`src/rtl/fpp_pkg.sv`:
```
// Shared types, constants and the CRC-8 step function for the framed packet parser.
// Depends on nothing; used by fpp_frame and framed_packet_parser_crc8.
package fpp_pkg;

  localparam int unsigned PAYLOAD_BYTES = 12;
  localparam int unsigned IDX_W = 4;

  localparam logic [7:0] DEFAULT_MARKER = 8'hA5;
  localparam logic [7:0] CRC_POLY = 8'h07;

  localparam logic [1:0] PH_IDLE    = 2'd0;
  localparam logic [1:0] PH_PAYLOAD = 2'd1;
  localparam logic [1:0] PH_CHECK   = 2'd2;

  typedef struct packed {
    logic        hit;
    logic [31:0] msg_id;
    logic [31:0] value_one;
    logic [31:0] value_two;
  } frame_res_t;

  function automatic logic [7:0] crc8_step(input logic [7:0] crc, input logic [7:0] data);
    logic [7:0] v;
    v = crc ^ data;
    for (int k = 0; k < 8; k++) begin
      if (v[7]) begin
        v = {v[6:0], 1'b0} ^ CRC_POLY;
      end else begin
        v = {v[6:0], 1'b0};
      end
    end
    return v;
  endfunction

endpackage

```
`src/rtl/framed_packet_parser_crc8.sv`:
```
// Top level of the start-marker framed packet parser with CRC-8 check.
// Depends on fpp_pkg and fpp_frame.
// One received byte is taken per request and the block accepts a request in every cycle
// while the result side is not stalled. A byte passes through an input register and the
// frame logic to the result register, from which the result of a good frame is offered
// after its check byte. A frame is the start marker, twelve payload bytes and a CRC-8 byte
// (polynomial 0x07, initial value zero, over marker and payload); a good frame yields one
// result with three little-endian words, a bad one yields nothing. The marker register
// resets to 0xA5 and should be written only while the block is idle.
module framed_packet_parser_crc8 (
  input  logic        clk,
  input  logic        rst_n,
  input  logic        cfg_wr_en,
  input  logic [7:0]  cfg_wr_data,
  input  logic        in_valid,
  output logic        in_stall,
  input  logic [7:0]  in_rx_byte,
  output logic        out_valid,
  input  logic        out_stall,
  output logic [31:0] out_msg_id,
  output logic [31:0] out_value_one,
  output logic [31:0] out_value_two
);

  logic [7:0]          marker_r;
  logic                in_vld_r;
  logic [7:0]          in_byte_r;
  logic                out_vld_r;
  logic [31:0]         msg_id_r, value_one_r, value_two_r;
  logic                advance;
  fpp_pkg::frame_res_t res;

  assign advance  = in_vld_r && (!out_vld_r || !out_stall);
  assign in_stall = in_vld_r && !advance;

  always_ff @(posedge clk) begin
    if (!rst_n) begin
      marker_r <= fpp_pkg::DEFAULT_MARKER;
    end else if (cfg_wr_en) begin
      marker_r <= cfg_wr_data;
    end
  end

  always_ff @(posedge clk) begin
    if (!rst_n) begin
      in_vld_r <= 1'b0;
    end else if (!in_stall) begin
      in_vld_r <= in_valid;
    end
  end

  always_ff @(posedge clk) begin
    if (in_valid && !in_stall) begin
      in_byte_r <= in_rx_byte;
    end
  end

  fpp_frame u_frame (
    .clk          (clk),
    .rst_n        (rst_n),
    .step_en      (advance),
    .rx_byte      (in_byte_r),
    .start_marker (marker_r),
    .res          (res)
  );

  always_ff @(posedge clk) begin
    if (!rst_n) begin
      out_vld_r <= 1'b0;
    end else if (advance) begin
      out_vld_r <= res.hit;
    end else if (!out_stall) begin
      out_vld_r <= 1'b0;
    end
  end

  always_ff @(posedge clk) begin
    if (advance && res.hit) begin
      msg_id_r    <= res.msg_id;
      value_one_r <= res.value_one;
      value_two_r <= res.value_two;
    end
  end

  assign out_valid     = out_vld_r;
  assign out_msg_id    = msg_id_r;
  assign out_value_one = value_one_r;
  assign out_value_two = value_two_r;

`ifndef SYNTHESIS
  a_hit_reaches_output: assert property (@(posedge clk) disable iff (!rst_n)
    advance && res.hit |=> out_vld_r)
    else $error("Matched frame did not produce a result.");

  a_stall_only_when_full: assert property (@(posedge clk) disable iff (!rst_n)
    in_stall |-> in_vld_r && out_vld_r && out_stall)
    else $error("Input stalled while the pipeline could move.");

  a_result_needs_step: assert property (@(posedge clk) disable iff (!rst_n)
    $rose(out_vld_r) |-> $past(advance))
    else $error("Result appeared without a processed request.");
`endif

endmodule

```
`src/rtl/fpp_frame.sv`:
```
// Frame tracker: phase, payload count, running CRC-8 and the payload shift line.
// Depends on fpp_pkg for phase codes, the result struct and crc8_step.
module fpp_frame (
  input  logic               clk,
  input  logic               rst_n,
  input  logic               step_en,
  input  logic [7:0]         rx_byte,
  input  logic [7:0]         start_marker,
  output fpp_pkg::frame_res_t res
);

  logic [1:0]                     phase_r, phase_nxt;
  logic [fpp_pkg::IDX_W-1:0]      idx_r, idx_nxt;
  logic [7:0]                     crc_r, crc_nxt;
  logic [7:0]                     store_r [fpp_pkg::PAYLOAD_BYTES];
  logic                           shift_en;
  logic                           hit;

  always_comb begin
    phase_nxt = phase_r;
    idx_nxt   = idx_r;
    crc_nxt   = crc_r;
    shift_en  = 1'b0;
    hit       = 1'b0;
    unique case (phase_r)
      fpp_pkg::PH_PAYLOAD: begin
        shift_en = 1'b1;
        crc_nxt  = fpp_pkg::crc8_step(crc_r, rx_byte);
        idx_nxt  = idx_r + 1'b1;
        if (idx_nxt == fpp_pkg::IDX_W'(fpp_pkg::PAYLOAD_BYTES)) begin
          phase_nxt = fpp_pkg::PH_CHECK;
        end
      end
      fpp_pkg::PH_CHECK: begin
        phase_nxt = fpp_pkg::PH_IDLE;
        hit       = (rx_byte == crc_r);
      end
      default: begin
        phase_nxt = fpp_pkg::PH_IDLE;
        if (rx_byte == start_marker) begin
          idx_nxt   = '0;
          crc_nxt   = fpp_pkg::crc8_step(8'h00, rx_byte);
          phase_nxt = fpp_pkg::PH_PAYLOAD;
        end
      end
    endcase
  end

  assign res.hit       = hit;
  assign res.msg_id    = {store_r[3], store_r[2], store_r[1], store_r[0]};
  assign res.value_one = {store_r[7], store_r[6], store_r[5], store_r[4]};
  assign res.value_two = {store_r[11], store_r[10], store_r[9], store_r[8]};

  always_ff @(posedge clk) begin
    if (!rst_n) begin
      phase_r <= fpp_pkg::PH_IDLE;
      idx_r   <= '0;
      crc_r   <= '0;
    end else if (step_en) begin
      phase_r <= phase_nxt;
      idx_r   <= idx_nxt;
      crc_r   <= crc_nxt;
    end
  end

  // The oldest payload byte ends up in entry 0 after twelve shifts.
  always_ff @(posedge clk) begin
    if (step_en && shift_en) begin
      for (int i = 0; i < fpp_pkg::PAYLOAD_BYTES - 1; i++) begin
        store_r[i] <= store_r[i+1];
      end
      store_r[fpp_pkg::PAYLOAD_BYTES-1] <= rx_byte;
    end
  end

endmodule

```
`config.mk`:
```
export PLATFORM = sky130hd
export DESIGN_NAME = framed_packet_parser_crc8
export DESIGN_NICKNAME = d
export VERILOG_FILES = /design/src/rtl/fpp_pkg.sv /design/src/rtl/framed_packet_parser_crc8.sv /design/src/rtl/fpp_frame.sv
export SDC_FILE = /design/constraint.sdc
export NUM_CORES = 1
export LEC_CHECK = 0
export BUFFER_PORTS_ARGS = -buffer_cell sky130_fd_sc_hd__buf_4
export CORE_MARGIN = 8
export CORE_UTILIZATION = 47
export DETAILED_ROUTE_END_ITERATION = 7
export GPL_TIMING_DRIVEN = 0
export PLACE_DENSITY = 0.79
export SETUP_SLACK_MARGIN = 0.4
export SYNTH_ARGS = -nofsm -noshare
export SYNTH_HDL_FRONTEND = slang
export SYNTH_HIERARCHICAL = 1
export SYNTH_SLANG_ARGS = --single-unit
```
`constraint.sdc`:
```
create_clock -name clk -period 6.25 [get_ports clk]
set_clock_uncertainty 0.15 [all_clocks]
set_input_delay 0.625 -clock clk [delete_from_list [all_inputs] [get_ports clk]]
set_output_delay 0.625 -clock clk [all_outputs]
set_load 0.005 [all_outputs]
```
==> run_results.csv, run 1 <==
group,metric,value,unit
status,status,"finished clean",
worst_setup_path,worstPathArrival,2.89,ns
worst_setup_path,start_kind,"flop",
cells_and_area,layout-drive-gt1-share,32.3,%
clock_network,htree_num_levels,1,
synthesis,synthesis.nets,408,
sta,slew_viol_final,0,
worst_setup_path,crit_path_max_fanout,31,
route,totalWireLength,13200,µm
sta,finalHoldViolations,0,
clock_network,cts-resized-gates,0,
clock_network,cts_buffers,23,
place,dp_cells,716,
floorplan,dieArea,0.0206,mm²
floorplan,start_util,48.1,%
global_route,antenna_found_initial,0,
sta,rsz0062_at_grt,"no",
cells_and_area,final_common_cell,"edfxtp_1",
hold_path,hold_depth,1,
global_route,first_global_vias,3854,
cells_and_area,instances_no_fill,758,
sta,relSlewSlack,55.9,%
cells_and_area,area_growth,25.8,%
clock_network,cts.sinks,224,
cells_and_area,layout.nets,553,
cells_and_area,final_area,0.00961,mm²
floorplan,die_y,144,µm
clock_network,insertion_delay,0.49,ns
worst_setup_path,reg2regPathDepth,10,
power,power_density,310,mW/mm²
synthesis,ys_seq_elements,224,
floorplan,boundaryPins,119,
cells_and_area,multiInputGateArea,0.00108,mm²
route,vias,3649,
clock_network,path_clk_slew,0.06,ns
synthesis,yosys_warnings,6,
worst_setup_path,crit_path_end_kind,"flop",
power,ir_worst_vdd,173,µV
worst_setup_path,required,6.28,ns
cells_and_area,diodes,0,
global_route,grt_max_degree,56,
clock_network,post_cts_buffers,0,
worst_setup_path,rrSetupSlack,3.39,ns
cells_and_area,seqCellArea,0.00649,mm²
sta,setup_violations,0,
global_route,grt_pass1_wl,20400,µm
cells_and_area,num-fill-cells,1166,
route,firstDrtPassIters,5,
synthesis,avgSynthCellArea,20.1,µm²
global_route,busiest_layer,"met2",
power,leakage,0.00336,µW
sta,min_period,2.86,ns
clock_network,cts_tree,"done",
floorplan,core,0.0159,mm²
worst_setup_path,r2r-end,"out_msg_id[18]$_DFFE_PP_",
route,routedWlPerCell,17.5,µm
place,portBuffers,116,
synthesis,ys_types,37,
sta,fmax,350,MHz
flow_run,drv_cap,0,
worst_setup_path,crit_type,"flop to flop",
synthesis,syn_inst,380,
route,antenna_left,0,
cells_and_area,final_cell_mix,"edfxtp_1, buf_4, xnor2_1",
place,place_area,0.00888,mm²
global_route,globalRouteMet3Util,3.75,%
sta,hold_ws,0.152,ns
route,viasPerCell,4.81,
global_route,grt_overflow,0,
clock_network,clock-root-buffer,"clkbuf_16",
hold_path,worstHoldStart,"in_rx_byte[5]",
hold_path,hold_end,"in_byte_r[5]$_DFFE_PP_",
place,dp_hpwl,8910,µm
global_route,gr-usage-all-layers,12.5,%
floorplan,rows,46,
route,drc_errors,0,
global_route,met2_usage,21.5,%
sta,fin_crit_sh,45.8,%
global_route,grt_util_met1,15.1,%
floorplan,die_w,144,µm
sta,worst_slew_pin_slew,0.660,ns
sta,tns,0,ns
clock_network,max-clock-path-buffers,3,
place,place.gp.congestion,0.833,
synthesis,syn_area,0.00764,mm²
clock_network,postCtsHoldBufs,0,
synthesis,ys_seq_area_share,84.9,%
hold_path,hold_path.class,"input pin to flop",
route,drtIter0Drc,284,
worst_setup_path,r2r-start,"in_byte_r[6]$_DFFE_PP_",
## layout make-up
class / count / share of cell area, %
multi-input cells: 143 / 11.2
flip-flops and latches: 224 / 67.5
plain buffers: 9 / 0.755
repair buffers: 120 / 9.97
well taps: 216 / 2.81
inverters: 4 / 0.156
clock buffers: 27 / 6.14
clock inverters: 15 / 1.46
## per-layer routing
metal  vias up  wire length (µm)  part of all wire (%)
met5         -                 0                     0
met4         0               190                   1.4
met3        21              1090                   8.3
met2       138              6500                    49
met1      1773              5450                    41
li1       1717                 -                     -
## worst max path at each step
| stage | to | from | slack, ns | cells after the start |
|---|---|---|---|---|
| floorplan | out_msg_id[0]$_DFFE_PP_ | in_byte_r[6]$_DFFE_PP_ | 1.79 | 8 |
| global placement | out_msg_id[2]$_DFFE_PP_ | in_byte_r[6]$_DFFE_PP_ | 0.48 | 8 |
| detailed placement | out_msg_id[18]$_DFFE_PP_ | in_byte_r[6]$_DFFE_PP_ | 3.37 | 10 |
| CTS | out_msg_id[18]$_DFFE_PP_ | in_byte_r[6]$_DFFE_PP_ | 3.33 | 10 |
| global route | out_msg_id[18]$_DFFE_PP_ | in_byte_r[6]$_DFFE_PP_ | 3.22 | 10 |
| finish | out_msg_id[18]$_DFFE_PP_ | in_byte_r[6]$_DFFE_PP_ | 3.39 | 10 |
## sequential cells by signal, summed over array words and instances (netlist names)
| name | flops |
|---|---|
| u_frame/store_r | 96 |
| out_msg_id | 32 |
| out_value_one | 32 |
| out_value_two | 32 |
| in_byte_r | 8 |
| marker_r | 8 |
| u_frame/crc_r | 8 |
| u_frame/idx_r | 4 |
| u_frame/phase_r | 2 |
| in_vld_r | 1 |
| out_valid | 1 |
## power breakdown
part | internal [µW] | switching, µW
sequential | 1610 | 9.28
combinational | 31.9 | 26.2
clock | 764 | 531
total | 2410 | 567
## stage by stage
step	util, %	worst slack [ns]	power, µW
after global placement	55.3	0.479	1710
after floorplan	-	1.79	1690
final	60.5	3.39	2980
after CTS	60.5	3.33	3010
after global routing	60.5	3.22	3080
after detailed placement	55.9	3.37	1710
## cells in the mapped netlist
library cell,number,area [µm²]
edfxtp_1,200,6010
xnor2_1,26,228
dfxtp_1,24,480
nand2_1,19,71.3
xor2_1,16,140
mux2i_1,9,90.1
nor2_1,8,30.0
a211oi_1,7,52.6
ha_1,7,87.6
a21oi_1,6,30.0
nor2b_1,6,37.5
o21ai_0,5,25.0
and2_1,4,25.0
buf_2,4,20.0
buf_6,4,45.0
nand3_1,4,20.0
inv_1,3,11.3
nand4_1,3,18.8
o21a_1,3,22.5
a21boi_0,2,15.0
nand2b_1,2,12.5
nor3_1,2,10.0
xnor2_2,2,32.5
a31oi_1,1,6.26
a32o_2,1,11.3
and3_4,1,11.3
buf_4,1,7.51
clkinv_1,1,3.75
mux2_2,1,11.3
mux2_4,1,15.0
nand3b_1,1,7.51
nor2_2,1,6.26
o211ai_1,1,7.51
o21a_2,1,8.76
o21ai_1,1,5.00
o22ai_2,1,12.5
xor2_2,1,16.3
## logic make-up after synthesis
kind of cell,Yosys count,share of synthesized area (%)
compound gates,29,2.57
flops,224,84.9
mux,11,1.52
buf+inv,13,1.15
xor+xnor,45,5.45
fa+ha+maj,7,1.15
simple gates,51,3.28
## worst max-delay path, cell delays in order (launching register included)
cell and delay, ns:
edfxtp_1 0.40, buf_2 0.21, xnor2_1 0.19, ha_1 0.17, nand4_1 0.08, nor3_1 0.20, buf_4 0.14, nand2_1 0.09
a21oi_4 0.40, buf_12 0.27, buf_12 0.22
Power figures use the tool's default switching activity.
==> run 2, diff against run 1 <==
clock period = 2.5 ns   (was 6.25 ns; I/O delays follow)
==> run 2 against run 1 <==
  * Clock-buffer cell count is 1 lower
  * Die area stayed put
  * Maximum frequency is 22% higher
  * Core utilization is 3.7 points higher
  * Worst setup slack worse by 3.2 ns
  * Non-clock buffer count is 54 higher
  * Register-to-register slack worse by 3.2 ns
  * Hold slack better by 0.12 ns
  * Critical path type unchanged
  * Highest routed layer unchanged
==> run_results.csv, run 2 (synthesized netlist as in run 1, its figures left out) <==
group,metric,value,unit
clock_network,cts.sinks,224,
floorplan,die_y,144,µm
clock_network,insertion_delay,0.50,ns
sta,worst_slew_pin_slew,0.718,ns
route,vias,3867,
route,drtIter0Drc,296,
worst_setup_path,crit_start,"u_frame/crc_r[6]$_SDFFE_PN0P_",
power,power_density,704,mW/mm²
global_route,grt_overflow,0,
cells_and_area,instances_no_fill,809,
worst_setup_path,crit_chain,"xnor2_2 > ha_2 > nand4_1 > nor3_2 > buf_4 > nand2_4 > a21oi_4 > buf_12 > buf_4 > buf_16",
global_route,first_global_vias,4162,
power,leakage,0.00364,µW
power,ir_worst_vdd,490,µV
worst_setup_path,cp_common_cell,"buf_4",
worst_setup_path,start_kind,"flop",
worst_setup_path,crit_path_end_kind,"flop",
route,firstDrtPassIters,4,
clock_network,path_clk_slew,0.06,ns
sta,relSlewSlack,52.1,%
place,place.gp.congestion,0.826,
place,dp_cells,715,
worst_setup_path,required,2.57,ns
sta,rsz0062_at_grt,"yes",
clock_network,cts_buffers,22,
clock_network,clock-root-buffer,"clkbuf_16",
global_route,grt_max_degree,49,
cells_and_area,num-fill-cells,1093,
cells_and_area,final_common_cell,"edfxtp_1",
floorplan,boundaryPins,119,
route,drc_errors,0,
clock_network,htree_num_levels,1,
sta,tns,0,ns
cells_and_area,largest_reg_flops,96,
worst_setup_path,crit_path_max_fanout,8,
status,status,"finished clean",
worst_setup_path,cp_top_family,"buffers and inverters",
cells_and_area,largest_register,"u_frame/store_r",
clock_network,cts_tree,"done",
worst_setup_path,crit_type,"flop to flop",
worst_setup_path,path_depth,10,
global_route,grt_pass1_wl,23300,µm
global_route,antenna_found_initial,0,
hold_path,hold_depth,0,
route,totalWireLength,15100,µm
worst_setup_path,slowest_delay,0.52,ns
worst_setup_path,worstPathArrival,2.40,ns
floorplan,start_util,48.1,%
hold_path,hold_path.class,"flop to flop",
route,viasPerCell,4.78,
route,routedWlPerCell,18.6,µm
worst_setup_path,crit_buf_inv,4,
place,portBuffers,116,
floorplan,rows,46,
sta,fin_crit_sh,93.5,%
cells_and_area,layout-drive-gt1-share,33.4,%
floorplan,dieArea,0.0206,mm²
floorplan,die_w,144,µm
worst_setup_path,reg2regPathDepth,10,
cells_and_area,final_cell_mix,"edfxtp_1, buf_4, dlygate4sd3_1",
cells_and_area,layout.nets,607,
global_route,gr-usage-all-layers,14.6,%
route,antenna_left,0,
place,dp_hpwl,8950,µm
cells_and_area,area_growth,33.6,%
sta,fmax,428,MHz
hold_path,worstHoldStart,"u_frame/store_r[0][1]$_DFFE_PP_",
flow_run,drv_cap,0,
worst_setup_path,cp_slowest_cell,"dfxtp_1",
sta,slew_viol_final,0,
sta,finalHoldViolations,0,
cells_and_area,diodes,0,
clock_network,max-clock-path-buffers,3,
sta,setup_violations,0,
floorplan,core,0.0159,mm²
worst_setup_path,r2r-start,"u_frame/crc_r[6]$_SDFFE_PN0P_",
sta,min_period,2.34,ns
[run 2: through the flow]
stage	power (µW)	hold slack (ns)	setup slack, ns	utilization [%]	cell area (µm²)
final	7180	0.271	0.163	64.3	10200
after global routing	7440	0.288	0.0518	64.3	10200
after CTS	7240	0.272	0.180	64.2	10200
after detailed placement	4290	0.257	-0.485	55.9	8890
after global placement	4280	0.255	-1.69	55.5	8820
after floorplan	4240	0.199	-0.845	-	7680
[run 2: timing repair]
action	in CTS	in global routing
hold buffers	36	0
setup buffers	14	0
endpoints found under the setup margin	192	130
hold endpoints to repair	22	0
gates cloned	6	0
resized for setup	14	4
[run 2: layout make-up]
class	count	area [µm²]	share of cell area [%]
sequential	224	6490	63.5
timing repair buffer	174	1590	15.6
multi-input combinational	144	1130	11.1
clock buffer	26	566	5.54
tap	216	270	2.65
buffer	9	78.8	0.772
clock inverter	12	67.6	0.662
inverter	4	15.0	0.147
[run 2: power by group]
part / leakage [µW] / switching, µW / internal (µW)
registers: 0.00200 / 17.7 / 4040
clock network: 0.000310 / 1290 / 1610
logic: 0.00133 / 90.3 / 131
[run 2: worst paths after layout]
path	to	slack, ns
setup / recovery	out_value_one[15]$_DFFE_PP_	0.16
hold / removal	out_msg_id[1]$_DFFE_PP_	0.27
setup reg to reg	out_value_one[15]$_DFFE_PP_	0.16
hold reg to reg	out_msg_id[1]$_DFFE_PP_	0.27
[run 2: layer usage]
layer	vias up	global-route usage (%)	share of wire [%]
met5	-	0	0
met4	0	3.93	1.1
met3	17	3.72	6.9
met2	133	26.0	52
met1	1891	17.3	40
li1	1826	-	-
